[config.mk]
export PLATFORM = sky130hd
export DESIGN_NAME = mfic_ctrl
export DESIGN_NICKNAME = d
export VERILOG_FILES = /design/src/rtl/core/mfic_pkg.sv /design/src/rtl/core/mfic_ctrl.sv
export SDC_FILE = /design/constraint.sdc
export NUM_CORES = 1
export LEC_CHECK = 0
export BUFFER_PORTS_ARGS = -buffer_cell sky130_fd_sc_hd__buf_2
export CORE_MARGIN = 8
export CORE_UTILIZATION = 50
export DETAILED_ROUTE_END_ITERATION = 7
export PLACE_DENSITY_LB_ADDON = 0.25
export SLEW_MARGIN = 25
export SYNTH_ARGS = -nofsm -noshare
export SYNTH_HDL_FRONTEND = slang
export SYNTH_SLANG_ARGS = --single-unit
[constraint.sdc]
create_clock -name clk_i -period 1.9 [get_ports clk_i]
set_input_delay 0.19 -clock clk_i [delete_from_list [all_inputs] [get_ports clk_i]]
set_output_delay 0.19 -clock clk_i [all_outputs]
set_load 0.03 [all_outputs]
[src/rtl/core/mfic_pkg.sv]
// Package for the modal frequency integer check block.
// Holds payload structs, controller/datapath command and status types, and
// hash and register constants. No dependencies.
package mfic_pkg;

  localparam int TableDepthDflt = 1024;
  localparam int ValW           = 32;
  localparam int CutW           = 11;
  localparam int EpochW         = 8;
  localparam int ApbAw          = 3;
  localparam int ApbDw          = 32;

  localparam logic RegIdxCutoff = 1'b0;

  localparam logic [31:0] MixMul1 = 32'h7feb352d;
  localparam logic [31:0] MixMul2 = 32'h846ca68b;
  localparam int          MixShA  = 16;
  localparam int          MixShB  = 15;

  typedef struct packed {
    logic signed [ValW-1:0] value;
    logic                   column_end;
  } in_t;

  typedef struct packed {
    logic keep;
    logic overflow;
  } out_t;

  typedef enum logic [3:0] {
    S_SWEEP,
    S_IDLE,
    S_EVAL,
    S_H2,
    S_H3,
    S_H4,
    S_HOME,
    S_RD,
    S_CMP,
    S_EMIT
  } state_e;

  typedef struct packed {
    logic load;
    logic hash;
    logic home;
    logic probe;
    logic epoch_adv;
    logic sweep;
  } cmd_t;

  typedef struct packed {
    logic last;
    logic found;
    logic hit;
    logic epoch_wrap;
    logic sweep_last;
  } status_t;

endpackage

[src/rtl/core/mfic_ctrl.sv]
// Controller: sequencing state machine, column state and result register.
// Drives mfic_dp through cmd_t and reads status_t. Depends on mfic_pkg.
module mfic_ctrl #(
  parameter int TABLE_DEPTH = mfic_pkg::TableDepthDflt
) (
  input  logic                        clk_i,
  input  logic                        rst_ni,
  input  logic                        in_valid_i,
  output logic                        in_ready_o,
  output logic                        out_valid_o,
  input  logic                        out_ready_i,
  output mfic_pkg::out_t              out_data_o,
  input  logic [mfic_pkg::CutW-1:0]   cutoff_i,
  input  mfic_pkg::status_t           status_i,
  output mfic_pkg::cmd_t              cmd_o
);

  localparam int HalfDepth = TABLE_DEPTH / 2;
  localparam int ItemsW    = $clog2(HalfDepth + 2);
  localparam logic [ItemsW-1:0] HalfC  = ItemsW'(HalfDepth);
  localparam logic [ItemsW-1:0] HalfP1 = ItemsW'(HalfDepth + 1);

  mfic_pkg::state_e state_q, state_d;
  logic              decided_q, decided_d;
  logic [ItemsW-1:0] items_q, items_d;
  logic              hit_q, hit_d;
  logic              out_valid_q, out_valid_d;
  mfic_pkg::out_t    out_q, out_d;

  always_ff @(posedge clk_i or negedge rst_ni) begin
    if (!rst_ni) begin
      state_q     <= mfic_pkg::S_SWEEP;
      decided_q   <= 1'b0;
      items_q     <= '0;
      hit_q       <= 1'b0;
      out_valid_q <= 1'b0;
    end else begin
      state_q     <= state_d;
      decided_q   <= decided_d;
      items_q     <= items_d;
      hit_q       <= hit_d;
      out_valid_q <= out_valid_d;
    end
  end

  always_ff @(posedge clk_i) begin
    out_q <= out_d;
  end

  always_comb begin
    state_d     = state_q;
    decided_d   = decided_q;
    items_d     = items_q;
    hit_d       = hit_q;
    out_valid_d = out_valid_q && !out_ready_i;
    out_d       = out_q;
    cmd_o       = '0;
    in_ready_o  = 1'b0;
    case (state_q)
      mfic_pkg::S_SWEEP: begin
        cmd_o.sweep = 1'b1;
        if (status_i.sweep_last) begin
          state_d = mfic_pkg::S_IDLE;
        end
      end
      mfic_pkg::S_IDLE: begin
        in_ready_o = 1'b1;
        if (in_valid_i) begin
          cmd_o.load = 1'b1;
          state_d    = mfic_pkg::S_EVAL;
        end
      end
      mfic_pkg::S_EVAL: begin
        cmd_o.hash = 1'b1;
        if (decided_q) begin
          if (status_i.last) begin
            decided_d       = 1'b0;
            items_d         = '0;
            cmd_o.epoch_adv = 1'b1;
            state_d = status_i.epoch_wrap ? mfic_pkg::S_SWEEP : mfic_pkg::S_IDLE;
          end else begin
            state_d = mfic_pkg::S_IDLE;
          end
        end else if (cutoff_i == '0) begin
          hit_d   = 1'b1;
          state_d = mfic_pkg::S_EMIT;
        end else if (items_q >= HalfC) begin
          items_d = HalfP1;
          hit_d   = 1'b0;
          state_d = status_i.last ? mfic_pkg::S_EMIT : mfic_pkg::S_IDLE;
        end else begin
          items_d = items_q + 1'b1;
          state_d = mfic_pkg::S_H2;
        end
      end
      mfic_pkg::S_H2: begin
        cmd_o.hash = 1'b1;
        state_d    = mfic_pkg::S_H3;
      end
      mfic_pkg::S_H3: begin
        cmd_o.hash = 1'b1;
        state_d    = mfic_pkg::S_H4;
      end
      mfic_pkg::S_H4: begin
        cmd_o.hash = 1'b1;
        state_d    = mfic_pkg::S_HOME;
      end
      mfic_pkg::S_HOME: begin
        cmd_o.home = 1'b1;
        state_d    = mfic_pkg::S_RD;
      end
      mfic_pkg::S_RD: begin
        state_d = mfic_pkg::S_CMP;
      end
      mfic_pkg::S_CMP: begin
        cmd_o.probe = 1'b1;
        if (status_i.found) begin
          hit_d = status_i.hit;
          if (status_i.hit || status_i.last) begin
            state_d = mfic_pkg::S_EMIT;
          end else begin
            state_d = mfic_pkg::S_IDLE;
          end
        end else begin
          state_d = mfic_pkg::S_RD;
        end
      end
      mfic_pkg::S_EMIT: begin
        if (!out_valid_q || out_ready_i) begin
          out_valid_d    = 1'b1;
          out_d.keep     = !hit_q;
          out_d.overflow = (items_q > HalfC);
          if (status_i.last) begin
            decided_d       = 1'b0;
            items_d         = '0;
            cmd_o.epoch_adv = 1'b1;
            state_d = status_i.epoch_wrap ? mfic_pkg::S_SWEEP : mfic_pkg::S_IDLE;
          end else begin
            decided_d = 1'b1;
            state_d   = mfic_pkg::S_IDLE;
          end
        end
      end
      default: begin
        state_d = mfic_pkg::S_IDLE;
      end
    endcase
  end

  assign out_valid_o = out_valid_q;
  assign out_data_o  = out_q;

  a_items_bound: assert property (@(posedge clk_i) disable iff (!rst_ni)
    items_q <= HalfP1)
    else $error("items count beyond half table");

  a_emit_wait: assert property (@(posedge clk_i) disable iff (!rst_ni)
    (state_q == mfic_pkg::S_EMIT && out_valid_q && !out_ready_i)
    |=> state_q == mfic_pkg::S_EMIT)
    else $error("result dropped while output busy");

  a_no_probe_decided: assert property (@(posedge clk_i) disable iff (!rst_ni)
    (state_q == mfic_pkg::S_HOME) |-> !decided_q)
    else $error("probe started on a decided column");

  a_probe_end: assert property (@(posedge clk_i) disable iff (!rst_ni)
    (state_q == mfic_pkg::S_CMP && status_i.found)
    |=> (state_q == mfic_pkg::S_EMIT || state_q == mfic_pkg::S_IDLE))
    else $error("probe did not terminate on found slot");

endmodule

==> flow_summary.toml, run 1 <==
[outcome]
status = "completed"

[pwr]
p_int_w = 0.001157
sw_frac_of_total = 0.4722
pwr-share-comb = 0.581
sequentialPowerShare = 0.318
p_per_area_nw_per_um2 = 1324
peakVddDrop_uv = 834.1
switching_power_w = 0.001035
leakage_nw = 0.7529
p_clk_frac = 0.101

[worst_setup_path]
critPathLaunch = "state_q[3]"
rr_endpoint = "items_q[2]"
required_ns = 1.71
end_kind = "output pin"
r2r_start = "state_q[0]"
crit_path_end = "cmd_o[1]"
cp-start-kind = "flip-flop"
cp_data_arrival_time_ns = 1.70
reg2reg_setup_slack_ns = 0.13
reg2reg_depth = 6
crit_type = "reg2out"
critPathMaxFanout = 3

[floorplan]
start_util = 0.5273
die-width_um = 67.11
die_area_um2 = 4504
ios = 30
core-area_um2 = 2477
core.rowCount = 18
die_height_um = 67.11

[yosys]
yosysSeqAreaShare = 0.3716
synth.area.top_cells = "dfrtp_1 (33%), edfxtp_1 (4.6%), a21oi_1 (4.2%)"
syn-num-nets = 172
synth_edf_count = 2
syn_area_per_cell_um2 = 8.708
synth.ff_latch_count = 19
yosysWarnings = 0
synth_area_leader_cell = "dfrtp_1"
synth_top_area_share = 0.3257
synthArstFlopShare = 0.8947
syn_area_um2 = 1306
ys_types = 48
synth_ff_type = "dfrtp_1"
synthCells = 150

[detailed_routing]
drt_iter0_markers = 128
first_pass_iters = 4
vias_per_cell = 6.241
drc = 0
drtAntennaViolNets = 0
wl_mm = 3.928
vias = 1373
wl_per_cell_um = 17.85

[run]
drv_cap = 0

[clock_tree]
clkLatencyLatePin_ns = 0.32
clk_pin_slew_ns = 0.11
root_buffer = "clkbuf_4"
cts_tree = "done"
cts.sinks = 19
clockBufferDepth = 2
numCtsBuffers = 3
cts.htree.levels = 1

[place]
hpwlAfterDp_mm = 2.773
dp.cells = 212
place_congestion = 0.9314
io_buffers = 29

[final_layout]
finish.utilization = 0.6687
antenna_cells = 0
area.growth.synth_to_final_pct = 26.82
drive_gt1_frac = 0.3158
finalNetCount = 213
final_cell_count_no_fill = 220

[sta]
setup_viol = 0
skew_ns = 0.005984
slew_violations = 0
period_share = 0.9935
hold_violations = 0
worst_pin_slew_ns = 0.4850
rsz0062_at_grt = "true"
fmax_ghz = 0.5298
relSlewSlack = 0.6737
fin_crit_ns = 1.888
fin_setup_tns_ns = 0

[grt]
overflow = 0
grt_antenna_before_repair = 0
grt_pass1_vias = 1332
grt_max_degree = 18
track_usage = 0.1828
grt_pass1_wl_mm = 6.306

[min_path]
worstHoldPathType = "in2reg"
==> cell families (layout without fill, tap and decap cells) <==
family | Yosys count | in the layout | synth area share
flops | 19 | 19 | 0.3717
mux | 1 | 1 | 0.008620
buf+inv | 17 | 57 | 0.05747
xor+xnor | 2 | 2 | 0.01341
fa+ha+maj | 2 | 2 | 0.01915
simple gates | 67 | 67 | 0.3228
compound gates | 42 | 42 | 0.2069
==> worst max-delay path, stage by stage (launching register included) <==
cell and delay, ns:
dfrtp_1 0.40, or4b_4 0.60, o21ai_4 0.10, nand3_2 0.10, inv_2 0.06, buf_6 0.12
==> routing by layer <==
layer / vias to the layer above / global-route usage / share of wire
met5: - / 0 / 0
met4: 0 / 0.07050 / 0.022
met3: 9 / 0.05872 / 0.078
met2: 68 / 0.2903 / 0.48
met1: 649 / 0.2250 / 0.42
li1: 647 / - / -
==> layout by cell type (no fill, tap or decap), types with 2 or more instances in the layout <==
cell type  instances
o21ai_0            8
nor2_1             7
nand2_1           11
nand3b_1           3
buf_2             28
clkbuf_4           3
buf_4             11
nor4_1             5
a21oi_1           11
and2_1             2
a211o_1            2
nand2_2            2
inv_1              9
and4_1             2
dfrtp_1           17
buf_6              2
edfxtp_1           2
and3_1             5
nand3_1            6
xnor2_1            2
nor3_1             3
nand2b_1           5
nand4_1            3
a31oi_1            7
o22ai_1            2
ha_1               2
==> layout make-up <==
cell class,instances,area (µm²)
Clock buffer,4,26.28
Fill cell,210,820.8
Inverter,10,37.54
Multi-Input combinational cell,114,794.5
Sequential cell,19,485.5
Tap cell,30,37.54
Timing Repair Buffer,43,275.3
==> stage by stage <==
stage	instance area (µm²)	hold WS, ns	setup slack, ns	power [W]
3_3_place_gp	1539	0.1336	0.1442	0.001803
3_5_place_dp	1539	0.1391	0.1183	0.001856
2_1_floorplan	1306	-0.1056	-0.1793	0.001491
4_1_cts	1632	0.1519	0.01896	0.002128
6_report	1657	0.1449	0.01241	0.002193
5_1_grt	1657	0.1715	-0.05360	0.002333
==> what timing repair did <==
action | in CTS | in global routing
hold buffers | 1 | 0
endpoints found under the setup margin | 1 | 3
endpoints found under the hold margin | 17 | 0
buffers inserted | 2 | 1
pin swaps | 2 | 3
gates cloned | 0 | 0
resized for setup | 8 | 4
==> state kept, by name, indices dropped and copies added, names as in the netlist <==
signal	flops
items_q	10
state_q	4
out_data_o	2
decided_q	1
hit_q	1
out_valid_o	1
==> cells in the mapped netlist (2+ instances only) <==
cell type	n
nand3b_1	3
and2_1	2
nand4_1	3
and3_1	5
a31oi_1	7
xnor2_1	2
nor3_1	4
edfxtp_1	2
nand2_1	12
and4_1	2
nor4b_2	2
o21ai_0	9
a211o_1	2
inv_1	10
nand3_1	7
dfrtp_1	17
nand2b_1	5
o22ai_1	2
a21oi_1	11
ha_1	2
nor4_1	5
nor2_1	7
clkbuf_1	2
buf_2	3
==> how the worst min path moves through the flow <==
stage	cells past startpoint	start	end
global route	3	status_i[2]	state_q[3]
CTS	3	status_i[2]	state_q[3]
floorplan	0	rst_ni	decided_q
detailed placement	1	rst_ni	items_q[6]
finish	3	status_i[2]	state_q[3]
global placement	1	rst_ni	items_q[6]
==> power groups by stage <==
stage	sequential, W	clock [W]	combinational, W
floorplan	0.000663	0	0.000828
global placement	0.000690	0	0.00111
detailed placement	0.000697	0	0.00116
CTS	0.000688	0.000217	0.00122
global route	0.000717	0.000241	0.00138
finish	0.000698	0.000221	0.00127
Power figures use the tool's default switching activity.
==> run 2, diff against run 1 <==
--- a/config.mk
+++ b/config.mk
@@ -7,9 +7,11 @@
 export LEC_CHECK = 0
 export BUFFER_PORTS_ARGS = -buffer_cell sky130_fd_sc_hd__buf_2
 export CORE_MARGIN = 8
-export CORE_UTILIZATION = 50
+export CORE_UTILIZATION = 36
 export DETAILED_ROUTE_END_ITERATION = 7
 export PLACE_DENSITY_LB_ADDON = 0.25
+export SETUP_SLACK_MARGIN = 0.3
+export SKIP_LAST_GASP = 1
 export SLEW_MARGIN = 25
 export SYNTH_ARGS = -nofsm -noshare
 export SYNTH_HDL_FRONTEND = slang
==> run 2 against run 1 <==
  * Non-clock buffer count grew 8
  * Largest cell class unchanged
  * Via count shrank 2.7%
  * First-iteration DRC count grew 3.9%
  * Sequential power is essentially flat
  * Highest routed layer unchanged
  * Critical path depth is the same
  * Cell count grew 12%
  * Critical path type unchanged
  * Register-to-register slack is essentially flat
  * Worst hold slack gained 0.058 ns
==> flow_summary.toml, run 2 (synthesis results as in run 1) <==
[outcome]
status = "completed"

[clock_tree]
clockBufferDepth = 2
cts.sinks = 19
clkLatencyLatePin_ns = 0.30
cts_tree = "done"
clk_pin_slew_ns = 0.11
numCtsBuffers = 3
cts.htree.levels = 1
root_buffer = "clkbuf_4"

[worst_setup_path]
required_ns = 1.71
cp_data_arrival_time_ns = 1.64
critPathMaxFanout = 4
crit_type = "reg2out"
end_kind = "output pin"
cp-start-kind = "flip-flop"

[detailed_routing]
wl_mm = 3.705
drc = 0
vias_per_cell = 5.431
wl_met3_um = 203
wirelength_met1_mm = 1.735
drt_iter0_markers = 133
route.met2.wl_mm = 1.739
first_pass_iters = 4
maxUsedRoutingLayer = "met4"
wl_per_cell_um = 15.06
vias = 1336
drtAntennaViolNets = 0

[place]
hpwlAfterDp_mm = 2.642
dp.cells = 229
io_buffers = 29
place_congestion = 0.8413

[sta]
fin_crit_ns = 1.828
fin_setup_tns_ns = 0
fin_hold_ws_ns = 0.2025
skew_ns = 0.001240
fmax_ghz = 0.5470
slew_violations = 0
rsz0062_at_grt = "true"
worst_pin_slew_ns = 0.5050
period_share = 0.9621
relSlewSlack = 0.6602
hold_violations = 0
setup_viol = 0

[pwr]
switching_power_w = 0.001103
pwr-share-comb = 0.633
sequentialPowerShare = 0.284
power.total_w = 0.002459
sw_frac_of_total = 0.4486
peakVddDrop_uv = 531.5
p_clk_frac = 0.084
leakage_nw = 0.8146
p_int_w = 0.001356
p_per_area_nw_per_um2 = 1329

[run]
drv_cap = 0

[final_layout]
antenna_cells = 0
layout_commonest_cell = "buf_2"
area.growth.synth_to_final_pct = 41.67
final_cell_count_no_fill = 246
multi_input_area_um2 = 852.1
drive_gt1_frac = 0.3889
finish.utilization = 0.5171
fillers = 333
regArea_um2 = 485.5
top_register = "items_q"
layout_common_cells = "buf_2 (22), buf_4 (18), dfrtp_1 (17)"
finalNetCount = 221
largest_register_ffs = 10

[floorplan]
die_area_um2 = 5812
core-area_um2 = 3578
start_util = 0.3650
core.rowCount = 22
die_height_um = 76.24
ios = 30
die-width_um = 76.24

[min_path]
worstHoldPathType = "in2reg"

[grt]
grt_pass1_vias = 1372
grt_pass1_wl_mm = 6.458
grt_antenna_before_repair = 0
grt_max_degree = 19
track_usage = 0.1301
overflow = 0
==> run 2: worst max-delay path, cell delays in order (launching register included) <==
cell and delay [ns]:
dfrtp_1 0.44, or4b_4 0.52, o21ai_4 0.09, nand3_2 0.10
inv_2 0.06, buf_6 0.12
==> run 2: worst paths after layout <==
check	startpoint	end	slack (ns)	cells past startpoint
max in group asynchronous	rst_ni	state_q[2]	1.28	2
worst min register to register	items_q[2]	items_q[2]	0.57	1
min in group asynchronous	rst_ni	items_q[7]	0.34	2
worst max-delay path	state_q[1]	cmd_o[1]	0.07	5
worst max register to register	state_q[2]	items_q[3]	0.12	7
worst min-delay path	status_i[2]	state_q[3]	0.20	3
==> run 2: layer usage <==
| layer | global-route usage | vias up |
|---|---|---|
| met5 | 0 | - |
| met4 | 0.04231 | 0 |
| met3 | 0.02948 | 2 |
| met2 | 0.2134 | 43 |
| met1 | 0.1638 | 627 |
| li1 | - | 664 |
==> run 2: what timing repair did <==
action | CTS | global route
pin swaps | 8 | 3
buffers inserted | 9 | 3
gates resized for setup | 25 | 9
setup endpoints to repair | 18 | 22
gates cloned | 0 | 0
hold buffers | 1 | 0
hold endpoints to repair | 17 | 0
==> run 2: final cells by class <==
| cell class | count | share of cell area |
|---|---|---|
| multi-input cells | 114 | 0.4604 |
| flip-flops and latches | 19 | 0.2623 |
| repair buffers | 51 | 0.2103 |
| well taps | 48 | 0.03245 |
| inverters | 10 | 0.02028 |
| clock buffers | 4 | 0.01420 |
==> run 2: power by group through the flow <==
stage          combinational [W]  clock [W]  sequential [W]
4_1_cts                  0.00146   0.000222        0.000690
2_1_floorplan           0.000912          0        0.000664
3_5_place_dp             0.00120          0        0.000696
6_report                 0.00156   0.000206        0.000697
5_1_grt                  0.00169   0.000237        0.000719
3_3_place_gp             0.00119          0        0.000691
==> run 2: through the flow <==
stage	instance area, µm²	setup WS (ns)
floorplan	1349	0.2038
global placement	1589	0.1290
detailed placement	1589	0.1226
CTS	1800	0.06628
global route	1851	0.01509
finish	1851	0.07198
==> run 3, diff against run 2 <==
==> constraint.sdc (replaced) <==
create_clock -name clk_i -period 2.1 [get_ports clk_i]
set_input_delay 0.21 -clock clk_i [delete_from_list [all_inputs] [get_ports clk_i]]
set_output_delay 0.21 -clock clk_i [all_outputs]
set_load 0.03 [all_outputs]
==> run 3 against run 2 <==
  * Worst hold slack improved by 0.00086 ns
  * Combinational power decreased by 14%
  * Register-to-register slack improved by 0.21 ns
  * Routed wire length increased by 1.9%
  * Core utilization decreased by 0.80 points
  * Critical path type unchanged
  * Largest power group unchanged
==> flow_summary.toml, run 3 (synthesis results as in run 1) <==
[detailed_routing]
drc = 0
wl_mm = 3.774
drt_iter0_markers = 91
vias = 1380
wl_per_cell_um = 15.28
first_pass_iters = 4
drtAntennaViolNets = 0
vias_per_cell = 5.587

[floorplan]
die-width_um = 76.24
start_util = 0.3650
core.rowCount = 22
die_height_um = 76.24
core-area_um2 = 3578
ios = 30
die_area_um2 = 5812

[final_layout]
finalNetCount = 222
antenna_cells = 0
layout_commonest_cell = "buf_2"
layout_common_cells = "buf_2 (24), buf_4 (18), dfrtp_1 (15)"
largest_register_ffs = 10
area.growth.synth_to_final_pct = 39.46
top_register = "items_q"
drive_gt1_frac = 0.3869

[clock_tree]
root_buffer = "clkbuf_4"
clk_pin_slew_ns = 0.10
cts.sinks = 19
cts.htree.levels = 1
cts_tree = "done"
numCtsBuffers = 3
clkLatencyLatePin_ns = 0.30
clockBufferDepth = 2

[sta]
slew_violations = 0
relSlewSlack = 0.7083
rsz0062_at_grt = "true"
worst_pin_slew_ns = 0.4335
hold_violations = 0
fin_setup_tns_ns = 0
fin_crit_ns = 1.843
setup_ws_ns = 0.2569
setup_viol = 0
period_share = 0.8777
fmax_ghz = 0.5426
skew_ns = 0.0007637

[worst_setup_path]
cp-start-kind = "flip-flop"
crit_type = "reg2out"
reg2reg_setup_slack_ns = 0.33
path_cells = "or4b_4 > o21ai_4 > nand3_2 > inv_2 > buf_6"
cp_data_arrival_time_ns = 1.63
crit_slowest_cell = "or4b_4"
critPathMaxFanout = 2
required_ns = 1.89
max_stage_delay_ns = 0.56
end_kind = "output pin"

[pwr]
leakage_nw = 0.8068
peakVddDrop_uv = 417.1
p_per_area_nw_per_um2 = 1182

[grt]
track_usage = 0.1231
overflow = 0
grt_antenna_before_repair = 0
grt_pass1_vias = 1337
grt_max_degree = 18
grt_pass1_wl_mm = 6.023

[place]
hpwlAfterDp_mm = 2.672
pre_cts_ws_ns = 0.2398
io_buffers = 29
place_congestion = 0.8300

[outcome]
status = "completed"

[min_path]
worstHoldPathType = "in2reg"

[run]
drv_cap = 0
==> run 3: cell types whose count changed in the layout (fill, tap and decap cells not counted), sizes merged <==
| cell | before | now |
|---|---|---|
| buf | 50 | 51 |
==> run 3: critical path: cells and delay by family (launching register included) <==
family,cells,cell delay (ns)
AND/OR/NAND/NOR,2,0.67
flip-flops,1,0.40
buffers and inverters,2,0.18
AO/OA/AOI/OAI,1,0.09
==> run 3: metrics by stage <==
step	total power, W	hold slack, ns	utilization	instance area [µm²]	instances
global route	0.002305	0.2068	0.5091	1822	247
global placement	0.001632	0.1638	0.4364	1562	229
detailed placement	0.001658	0.1669	0.4364	1562	229
floorplan	0.001378	-0.08559	-	1326	150
CTS	0.001980	0.1983	0.4755	1702	241
finish	0.002153	0.2034	0.5091	1822	247
==> run 3: area by class of cell <==
class	count	area, µm²
Multi-Input combinational cell	114	839.6
Sequential cell	19	488.0
Clock buffer	4	26.28
Tap cell	48	60.06
Fill cell	329	1757
Timing Repair Buffer	52	370.4
Inverter	10	37.54
==> run 3: worst paths after layout <==
kind / start / endpoint / cells after the start
max: state_q[2] / cmd_o[1] / 5
min: status_i[2] / state_q[3] / 3
max reg2reg: state_q[2] / items_q[3] / 7
min reg2reg: hit_q / hit_q / 1
max in group asynchronous: rst_ni / state_q[0] / 2
min in group asynchronous: rst_ni / items_q[9] / 2
==> run 3: report_power, final <==
part           switching [W]  leakage (nW)  internal [W]
combinational       0.000721         0.557      0.000616
clock               0.000112        0.0150     0.0000740
sequential          0.000141         0.235      0.000489
total               0.000974         0.807       0.00118
==> run 3: routing by layer <==
layer / GRT usage / up-vias / wire length, µm
met5: 0 / - / 0
met4: 0.04231 / 0 / 36
met3: 0.03538 / 4 / 254
met2: 0.1962 / 51 / 1789
met1: 0.1543 / 664 / 1695
li1: - / 661 / -
==> run 3: repair_timing <==
action                     CTS  global route
hold endpoints to repair    17             0
gates resized for setup     11            23
hold buffers                 1             0
pin swaps                    2            11
setup endpoints to repair    1            17
setup buffers                7             6
